--- src/sv/chunked_body_decoder_top_assert.svh ---
// Assertion macros shared by the chunked body decoder.
`ifndef CHUNKED_BODY_DECODER_TOP_ASSERT_SVH
`define CHUNKED_BODY_DECODER_TOP_ASSERT_SVH

// Same-cycle implication, checked only while out of reset.
`define CBD_ASSERT_NOW(label, clk, rst, ante, cons) \
  label: assert property (@(posedge clk) disable iff (rst) (ante) |-> (cons)) \
    else $error("chunked body decoder: same-cycle check failed");

// Next-cycle implication, checked only while out of reset.
`define CBD_ASSERT_NEXT(label, clk, rst, ante, cons) \
  label: assert property (@(posedge clk) disable iff (rst) (ante) |=> (cons)) \
    else $error("chunked body decoder: next-cycle check failed");

`endif

--- src/sv/cbd_pkg.sv ---
package cbd_pkg;

  typedef enum logic [3:0] {
    PH_FIRST   = 4'd0,
    PH_DIGITS  = 4'd1,
    PH_SKIP    = 4'd2,
    PH_DATA    = 4'd3,
    PH_CR      = 4'd4,
    PH_LF      = 4'd5,
    PH_TRAILER = 4'd6,
    PH_DONE    = 4'd7,
    PH_ERROR   = 4'd8
  } phase_t;

  localparam logic [7:0] CH_CR   = 8'h0D;
  localparam logic [7:0] CH_LF   = 8'h0A;
  localparam logic [7:0] CH_SEMI = 8'h3B;
  localparam logic [7:0] CH_SP   = 8'h20;
  localparam logic [7:0] CH_TAB  = 8'h09;
  localparam logic [7:0] CH_NUL  = 8'h00;

  localparam logic [1:0] ERR_NONE      = 2'd0;
  localparam logic [1:0] ERR_FRAMING   = 2'd1;
  localparam logic [1:0] ERR_TRUNCATED = 2'd2;

  typedef struct packed {
    logic [7:0] data_byte;
    logic       data_valid;
    logic       finished;
    logic [1:0] error_code;
  } result_t;

  typedef struct packed {
    logic       valid;
    logic [3:0] value;
  } hex_digit_t;

  function automatic hex_digit_t hex_decode(input logic [7:0] c);
    hex_digit_t h;
    h.valid = 1'b1;
    h.value = 4'd0;
    if (c >= 8'h30 && c <= 8'h39) begin
      h.value = 4'(c - 8'h30);
    end else if (c >= 8'h61 && c <= 8'h66) begin
      h.value = 4'(c - 8'h57);
    end else if (c >= 8'h41 && c <= 8'h46) begin
      h.value = 4'(c - 8'h37);
    end else begin
      h.valid = 1'b0;
    end
    return h;
  endfunction

  function automatic logic ends_number(input logic [7:0] c);
    return (c == CH_SP) || (c >= CH_TAB && c <= CH_CR) || (c == CH_SEMI) || (c == CH_NUL);
  endfunction

endpackage

--- src/sv/cbd_core.sv ---
module cbd_core import cbd_pkg::*; #(
  parameter int SIZE_BITS = 32
) (
  input  logic       clk,
  input  logic       rst,
  input  logic       accept,
  input  logic [7:0] byte_in,
  input  logic       conn_closed,
  output result_t    result
);

  phase_t               phase, phase_next;
  logic [SIZE_BITS-1:0] chunk_remaining, chunk_remaining_next;
  logic                 terminator_bad, terminator_bad_next;
  logic [1:0]           sticky_error, sticky_error_next;

  hex_digit_t hex;
  logic       size_overflow;

  assign hex           = hex_decode(byte_in);
  // Shifting in one more digit overflows exactly when the top nibble is nonzero.
  assign size_overflow = |chunk_remaining[SIZE_BITS-1 -: 4];

  always_comb begin
    phase_next           = phase;
    chunk_remaining_next = chunk_remaining;
    terminator_bad_next  = terminator_bad;
    sticky_error_next    = sticky_error;
    if (phase != PH_DONE && phase != PH_ERROR && conn_closed) begin
      sticky_error_next = ERR_TRUNCATED;
      phase_next        = PH_ERROR;
    end else if (!conn_closed) begin
      unique case (phase) inside
        PH_FIRST: begin
          chunk_remaining_next = '0;
          terminator_bad_next  = 1'b0;
          if (byte_in == CH_LF) begin
            sticky_error_next = ERR_FRAMING;
            phase_next        = PH_ERROR;
          end else if (hex.valid) begin
            chunk_remaining_next = SIZE_BITS'(hex.value);
            phase_next           = PH_DIGITS;
          end else begin
            terminator_bad_next = 1'b1;
            phase_next          = PH_SKIP;
          end
        end
        PH_DIGITS, PH_SKIP: begin
          if (byte_in == CH_LF) begin
            if (terminator_bad) begin
              sticky_error_next = ERR_FRAMING;
              phase_next        = PH_ERROR;
            end else if (chunk_remaining == '0) begin
              phase_next = PH_TRAILER;
            end else begin
              phase_next = PH_DATA;
            end
          end else if (phase == PH_DIGITS) begin
            if (ends_number(byte_in)) begin
              phase_next = PH_SKIP;
            end else if (hex.valid) begin
              if (size_overflow) begin
                terminator_bad_next = 1'b1;
              end else begin
                chunk_remaining_next = {chunk_remaining[SIZE_BITS-5:0], hex.value};
              end
            end else begin
              terminator_bad_next = 1'b1;
              phase_next          = PH_SKIP;
            end
          end
        end
        PH_DATA: begin
          chunk_remaining_next = chunk_remaining - SIZE_BITS'(1);
          if (chunk_remaining == SIZE_BITS'(1)) begin
            phase_next = PH_CR;
          end
        end
        PH_CR: begin
          terminator_bad_next = (byte_in != CH_CR);
          phase_next          = PH_LF;
        end
        PH_LF: begin
          if (terminator_bad || byte_in != CH_LF) begin
            sticky_error_next = ERR_FRAMING;
            phase_next        = PH_ERROR;
          end else begin
            phase_next = PH_FIRST;
          end
        end
        PH_TRAILER: begin
          if (byte_in == CH_LF) begin
            phase_next = PH_DONE;
          end
        end
        default: begin
          phase_next = phase;
        end
      endcase
    end
  end

  always_comb begin
    result.data_valid = !conn_closed && (phase == PH_DATA);
    result.data_byte  = result.data_valid ? byte_in : 8'h00;
    result.finished   = (phase_next == PH_DONE);
    result.error_code = (phase_next == PH_ERROR) ? sticky_error_next : ERR_NONE;
  end

  always_ff @(posedge clk) begin
    if (rst) begin
      phase           <= PH_FIRST;
      chunk_remaining <= '0;
      terminator_bad  <= 1'b0;
      sticky_error    <= ERR_NONE;
    end else if (accept) begin
      phase           <= phase_next;
      chunk_remaining <= chunk_remaining_next;
      terminator_bad  <= terminator_bad_next;
      sticky_error    <= sticky_error_next;
    end
  end

endmodule

--- src/sv/cbd_out_reg.sv ---
module cbd_out_reg import cbd_pkg::*; (
  input  logic    clk,
  input  logic    rst,
  input  logic    load,
  input  result_t result_in,
  output logic    can_load,
  output logic    out_valid,
  input  logic    out_ready,
  output result_t result_out
);

  logic    full;
  result_t held;

  assign can_load   = !full || out_ready;
  assign out_valid  = full;
  assign result_out = held;

  always_ff @(posedge clk) begin
    if (rst) begin
      full <= 1'b0;
    end else if (load) begin
      full <= 1'b1;
    end else if (out_ready) begin
      full <= 1'b0;
    end
  end

  always_ff @(posedge clk) begin
    if (load) begin
      held <= result_in;
    end
  end

endmodule

--- src/sv/chunked_body_decoder_top.sv ---
// Chunked body decoder: takes an HTTP response body one byte per transfer and strips the
// chunked framing, giving exactly one result transfer per input transfer. Each input transfer
// is decoded in the cycle it is accepted and the result lands in a single output register, so
// the block sustains one byte per clock; in_ready drops only while that output register is
// full and out_ready is low. Payload bytes come out with data_valid set; size lines, CR LF
// terminators and the trailer line give data_valid low. A transfer with conn_closed set
// carries no byte and reports truncation (error_code 2) unless decoding has already finished
// or failed. finished and error_code stick until reset.

`include "chunked_body_decoder_top_assert.svh"

module chunked_body_decoder_top import cbd_pkg::*; #(
  parameter int SIZE_BITS = 32
) (
  input  logic       clk,
  input  logic       rst,
  input  logic       in_valid,
  output logic       in_ready,
  input  logic [7:0] byte_in,
  input  logic       conn_closed,
  output logic       out_valid,
  input  logic       out_ready,
  output logic [7:0] data_byte,
  output logic       data_valid,
  output logic       finished,
  output logic [1:0] error_code
);

  // A transfer is taken when it is offered and the output register can accept its result.
  logic    accept;
  result_t step_result;
  result_t out_result;

  assign accept = in_valid && in_ready;

  // Framing state machine; its state advances only on an accepted transfer.
  cbd_core #(
    .SIZE_BITS (SIZE_BITS)
  ) u_core (
    .clk         (clk),
    .rst         (rst),
    .accept      (accept),
    .byte_in     (byte_in),
    .conn_closed (conn_closed),
    .result      (step_result)
  );

  // The output register separates the two handshakes; input is held off only while
  // a result waits in it and out_ready is low.
  cbd_out_reg u_out (
    .clk        (clk),
    .rst        (rst),
    .load       (accept),
    .result_in  (step_result),
    .can_load   (in_ready),
    .out_valid  (out_valid),
    .out_ready  (out_ready),
    .result_out (out_result)
  );

  assign data_byte  = out_result.data_byte;
  assign data_valid = out_result.data_valid;
  assign finished   = out_result.finished;
  assign error_code = out_result.error_code;

  // A result never claims both completion and failure.
  `CBD_ASSERT_NOW(a_done_xor_error, clk, rst, out_valid && finished, error_code == ERR_NONE)
  // Payload bytes only appear while decoding is still healthy and unfinished.
  `CBD_ASSERT_NOW(a_data_clean, clk, rst, out_valid && data_valid,
                  !finished && error_code == ERR_NONE)
  // An empty output register always lets the next transfer in.
  `CBD_ASSERT_NOW(a_ready_when_empty, clk, rst, !out_valid, in_ready)
  // A result that is not taken stays in the register.
  `CBD_ASSERT_NEXT(a_result_holds, clk, rst, out_valid && !out_ready,
                   out_valid && $stable(error_code) && $stable(finished))

endmodule

--- config.mk ---
export PLATFORM = sky130hd
export DESIGN_NAME = chunked_body_decoder_top
export DESIGN_NICKNAME = d
export VERILOG_FILES = /design/src/sv/cbd_pkg.sv /design/src/sv/cbd_core.sv /design/src/sv/cbd_out_reg.sv /design/src/sv/chunked_body_decoder_top.sv
export VERILOG_INCLUDE_DIRS = /design/src /design/src/sv
export SDC_FILE = /design/constraint.sdc
export NUM_CORES = 1
export LEC_CHECK = 0
export ABC_AREA = 1
export BUFFER_PORTS_ARGS = -buffer_cell sky130_fd_sc_hd__buf_2
export CELL_PAD_IN_SITES_DETAIL_PLACEMENT = 1
export CELL_PAD_IN_SITES_GLOBAL_PLACEMENT = 2
export CORE_UTILIZATION = 36
export CTS_CLUSTER_SIZE = 10
export DETAILED_ROUTE_END_ITERATION = 10
export GPL_TIMING_DRIVEN = 0
export PLACE_DENSITY = 0.86
export SLEW_MARGIN = 40
export SYNTH_ARGS = -nofsm -noshare
export SYNTH_HDL_FRONTEND = slang
export SYNTH_SLANG_ARGS = --single-unit
--- constraint.sdc ---
create_clock -name clk -period 5.1 [get_ports clk]
set_input_delay 0.255 -clock clk [delete_from_list [all_inputs] [get_ports clk]]
set_output_delay 0.255 -clock clk [all_outputs]
set_load 0.05 [all_outputs]
# Word-level counts from Yosys, hierarchy flattened

Index checks and enable logic that the tools add are counted.

Output and inout bits: 14
Input port bits: 13
Bits in registers: 52

Equal/unequal tests: 22
Reduce and logical (&&, ||, !) cells: 25
Add/sub/neg operators: 4
Bitwise operators: 2
Muxes and demuxes: 45
Magnitude comparators: 8

Operators by type and width:

| operator              | count |
|---|---|
| $mux 32               | 5 |
| $pmux 32 s3           | 1 |
| $mux 4                | 16 |
| $eq 32x1->1 const B   | 1 |
| $logic_not 32->1      | 1 |
| $sub 32x1->32 const B | 1 |
| $pmux 4 s6            | 1 |
| $eq 4x3->1 const B    | 4 |
| $eq 8x6->1 const B    | 2 |
| $ge 8x7->1 const B    | 2 |
| $le 8x7->1 const B    | 2 |
| $ne 8x4->1 const B    | 2 |
| $mux 2                | 7 |
| $mux 1                | 12 |
| $reduce_and 9->1      | 1 |
| $eq 4x2->1 const B    | 2 |
| $eq 8x4->1 const B    | 1 |
| $ge 8x4->1 const B    | 1 |
| $ge 8x6->1 const B    | 1 |
| $le 8x4->1 const B    | 1 |
| $le 8x6->1 const B    | 1 |
| $logic_and 1x1->1     | 8 |
| $logic_not 8->1       | 1 |
| $reduce_and 8->1      | 1 |
| 20 further kinds      | 31 |

# Depth between registers and ports, before layout

Word-level depth: 13
Gate-level depth with buffers: 16
Depth with buffers taken out: 16

# Modules after synthesis

From an unflattened synthesis, not the netlist that was laid out.

Cells, all modules: 581
Area total of the unflattened synthesis: 3772.4 um^2

Modules (own cells, without submodules):

| module                   | cells each | area an instance (um^2) | seq. area each (um^2) | times used |
|---|---|---|---|---|
| cbd_core                 | 562        | 3362.0                  | 780.7                 | 1 |
| cbd_out_reg              | 17         | 402.9                   | 380.4                 | 1 |
| chunked_body_decoder_top | 2          | 7.5                     | 0.0                   | 1 |

# Worst setup path before layout

Ideal clock, no wire load.

Path kind: reg2reg
Start point: reg u_out.full (netlist: u_out.out_valid)
End point: reg u_out.held, in the netlist u_out.result_out[0], enable pin
Data arrival time: 1723 ps
Slack: 2997 ps
Period minus slack after synthesis: 2103 ps
Path buffers: 1
Cell stages (with the launch flop): 5
Cell sequence: dfxtp_1 > nand2_1 > nand2_1 > inv_1 > clkbuf_1

Cells in the longest elaborated chain, start to end: 3

RTL lines:

| what                   | RTL line                       | RTL |
|---|---|---|
| from (decl)            | cbd_out_reg.sv:12              | `logic full;` |
| from (signal assigned) | cbd_out_reg.sv:21              | `full <= 1'b0;` |
| from (signal assigned) | cbd_out_reg.sv:23              | `full <= 1'b1;` |
| from (signal assigned) | cbd_out_reg.sv:25              | `full <= 1'b0;` |
| $logic_not 1->1        | cbd_out_reg.sv:15              | `assign can_load = !full \|\| out_ready;` |
| $logic_or 1x1->1       | cbd_out_reg.sv:15              |  |
| via in_ready           | chunked_body_decoder_top.sv:18 | `output logic in_ready,` |
| $logic_and 1x1->1      | chunked_body_decoder_top.sv:34 | `assign accept = in_valid && in_ready;` |
| via accept             | chunked_body_decoder_top.sv:30 | `logic accept;` |
| to (signal assigned)   | cbd_out_reg.sv:31              | `held <= result_in;` |
| to (decl)              | cbd_out_reg.sv:13              | `result_t held;` |

The timed path passes the listed nets, and every way through them passes these cells.
A chain may end at the register's enable or synchronous reset.

# Worst setup path in the final report

Start point: reg u_core.chunk_remaining[0]
End point: reg u_core.chunk_remaining[24]

Cells in the longest elaborated chain, start to end: 2

RTL lines:

| what                   | RTL line        | RTL |
|---|---|---|
| from (decl)            | cbd_core.sv:13  | `logic [SIZE_BITS-1:0] chunk_remaining, chunk_remaining_next;` |
| from (signal assigned) | cbd_core.sv:118 | `chunk_remaining <= chunk_remaining_next;` |
| $sub 32x1->32          | cbd_core.sv:74  | `chunk_remaining_next = chunk_remaining - SIZE_BITS'(1);` |
| $pmux 32 s3            | cbd_core.sv:33  | `unique case (phase) inside` |

Every way passes these cells.

==> impl_metrics.csv <==
group,metric,value,unit
logic_synthesis,yosys_warnings,0,
sta,setup_viol_count_final,0,
floorplanning,die_h,103.4,µm
logic_synthesis,ys_seq_area_share,31.34,%
outcome,status,"complete, no violations",
final_layout,nets,636,
routing,postRouteAntennaNets,0,
logic_synthesis,avgSynthCellArea,6.344,µm²
setup_path,r2r_cells,10,
final_layout,diodes,0,
setup_path,critPathRequiredTime,5.38,ns
floorplanning,num_rows,36,
hold_path,min_path_type,"in -> reg",
floorplanning,coreArea,9864,µm²
hold_path,whs_path_depth,4,
logic_synthesis,yosysUniqueCellTypes,39,
sta,hold_viol_final,0,
sta,final_max_slew_viol_count,0,
clocking,clock_path_buffers,2,
sta,rsz0062_at_grt,"no",
logic_synthesis,async_flop_share,0,%
floorplanning,start_util,37.56,%
global_routing,grt_pass1_wl,20000,µm
clocking,clkTransAtPathRegs,0.12,ns
hold_path,min_to,"u_out.out_valid",
global_routing,antenna_found_initial,0,
sta,max_freq,0.4443,GHz
global_routing,gr-total-overflow,0,
logic_synthesis,synth_edf_count,12,
floorplanning,dieArea,10700,µm²
sta,tightest_slew,0.6563,ns
hold_path,min-delay-start,"out_ready",
sta,setup_tns,0,ns
logic_synthesis,synth_ff_type,"dfxtp_1",
job,drv_cap,0,
floorplanning,die_x,103.4,µm
routing,wire_per_inst,16.29,µm
power_and_ir_drop,p_per_area,270.2,nW/µm²
final_layout,syn_to_final_growth,10.33,%
routing,firstDrtPassIters,4,
global_routing,grt_max_degree,22,
global_routing,grt_pass1_vias,3992,
power_and_ir_drop,leakage,1.851,nW
setup_path,critPathLaunchType,"flop",
setup_path,regToRegStartpoint,"u_core.chunk_remaining[0]",
sta,period_minus_slack,2.250,ns
routing,drtIter0Drc,116,
logic_synthesis,syn_nets,604,
placement,gp_congestion,0.8311,
global_routing,grt_usage,25.00,%
clocking,cts_buffers,5,
placement,post-dp-hpwl,9361,µm
clocking,cts_resized,0,
setup_path,cp-end-kind,"flop",
sta,slew_headroom,56.25,%
placement,numPortBuffers,25,
power_and_ir_drop,peakVddDrop,0.1442,mV
clocking,cts_setup_buffers,0,
setup_path,critical_path_class,"reg -> reg",
setup_path,arrival,2.53,ns
setup_path,reg2reg_slack,2.85,ns
clocking,clk_latency,0.35,ns
logic_synthesis,syn_area,3705,µm²
sta,hold_slack,0.2159,ns
routing,dr_total_vias,3900,
clocking,tritoncts,"done",
sta,fin_crit_sh,44.13,%
final_layout,final_layout_size_suffix_gt1_share,12.16,%
routing,drc,0,
setup_path,reg2reg_to,"u_core.chunk_remaining[24]",
clocking,htree_levels,2,
routing,via_per_inst,5.200,
logic_synthesis,syn_inst,584,
setup_path,crit_path_max_fanout,10,
routing,wl,12220,µm
clocking,cts_hold_buf,0,
sta,clock_skew,0.01231,ns
floorplanning,io_pins,27,
clocking,cts_sinks,52,
clocking,ctsRootBufferMaster,"clkbuf_8",
logic_synthesis,ys_ff_latch,52,
==> worst max-delay path, stage by stage, from the launching register on <==
cell     delay [ns]
dfxtp_1        0.35
inv_1          0.15
ha_1           0.30
nand2_1        0.19
nor2_4         0.30
nand2_1        0.16
nor2_2         0.17
nand3_1        0.12
a21oi_1        0.17
o21ai_0        0.13
a21oi_1        0.13
==> flip-flops by register name (all words and copies together) (netlist names) <==
signal	flops
u_out.out_valid	1
u_out.result_out	12
u_core.chunk_remaining	32
u_core.terminator_bad	1
u_core.sticky_error	2
u_core.phase	4
==> cells by family (layout without fill, tap and decap cells) <==
family / after synthesis / count (layout) / synth area share (%)
buffers and inverters: 83 / 116 / 9.422
adders and majority gates: 7 / 7 / 2.364
DFF: 52 / 52 / 31.34
xor gates and xnor gates: 12 / 12 / 2.837
AOI/OAI and AO/OA: 117 / 117 / 17.90
and+or+nand+nor: 313 / 313 / 36.14
==> synthesized netlist by cell type (4+ instances only) <==
cell        n  area [µm²]
nand2_1   129       484.2
nor2_1    119       446.7
inv_1      55       206.5
a21oi_1    43       215.2
o21ai_0    41       205.2
dfxtp_1    40       800.8
nand3_1    27       135.1
edfxtp_1   12       360.4
inv_2      10       37.54
nand4_1    10       62.56
nor3_1     10       50.05
xor2_1     10       87.58
clkbuf_1    9       33.78
o21ai_1     8       40.04
o22ai_1     8       50.05
ha_1        7       87.58
a211oi_2    4       50.05
nand2_2     4       25.02
nor2_2      4       25.02
nor2_4      4       45.04
==> per-layer routing <==
metal  global-route usage, %  up-vias  routed length (µm)
li1                        -     1978                   -
met5                       0        -                   0
met3                   3.293       12                 234
met1                   30.85     1870                5676
met2                   44.83       40                6102
met4                   8.017        0                 206
==> cell usage in the layout, fill, tap and decap left out, types with 2 or more instances in the layout <==
master / instances
dfxtp_1: 40
buf_2: 27
o31ai_1: 3
nand3_1: 27
inv_2: 10
nand4_1: 10
nand2_2: 4
nor2_2: 4
o32ai_1: 3
a21oi_1: 43
buf_4: 3
clkbuf_1: 8
nor2_4: 4
nor2_1: 119
o21ai_1: 8
clkbuf_2: 2
xnor2_1: 2
inv_1: 55
clkbuf_8: 5
o22ai_1: 8
buf_6: 3
ha_1: 7
edfxtp_1: 12
nand2_1: 129
xor2_1: 10
nor3_2: 2
a211oi_2: 4
o21ai_0: 41
nor3_1: 10
==> how the worst max path moves through the flow <==
stage / cells past startpoint / endpoint / from
6_report: 10 / u_core.chunk_remaining[24] / u_core.chunk_remaining[0]
5_1_grt: 10 / u_core.chunk_remaining[24] / u_core.chunk_remaining[0]
4_1_cts: 10 / u_core.chunk_remaining[24] / u_core.chunk_remaining[0]
2_1_floorplan: 4 / u_out.result_out[0] / u_out.out_valid
3_5_place_dp: 14 / u_core.chunk_remaining[11] / byte_in[0]
3_3_place_gp: 14 / u_core.chunk_remaining[9] / byte_in[0]
==> through the flow <==
stage / cells / utilization, % / instance area [µm²] / power (W) / setup WS, ns
2_1_floorplan: 584 / - / 3705 / 0.0007416 / 2.997
3_3_place_gp: 742 / 40.51 / 3996 / 0.0008324 / 2.809
3_5_place_dp: 742 / 40.53 / 3998 / 0.0008440 / 2.746
4_1_cts: 750 / 41.44 / 4088 / 0.001116 / 2.850
5_1_grt: 750 / 41.44 / 4088 / 0.001171 / 2.655
6_report: 750 / 41.44 / 4088 / 0.001104 / 2.850
==> power breakdown <==
| group | switching (W) | internal, W |
|---|---|---|
| logic | 0.000259 | 0.000115 |
| clock network | 0.000173 | 0.0000982 |
| registers | 0.0000189 | 0.000441 |
| total | 0.000450 | 0.000654 |
==> layout make-up <==
class	instances	area, µm²
Clock buffer	5	68.82
Inverter	65	244.0
Buffer	18	106.4
Timing Repair Buffer	25	125.1
Tap cell	133	166.4
Clock inverter	3	21.27
Sequential cell	52	1161
Fill cell	1338	5777
Multi-Input combinational cell	449	2195
No activity file was read; power rests on OpenSTA's default activity.
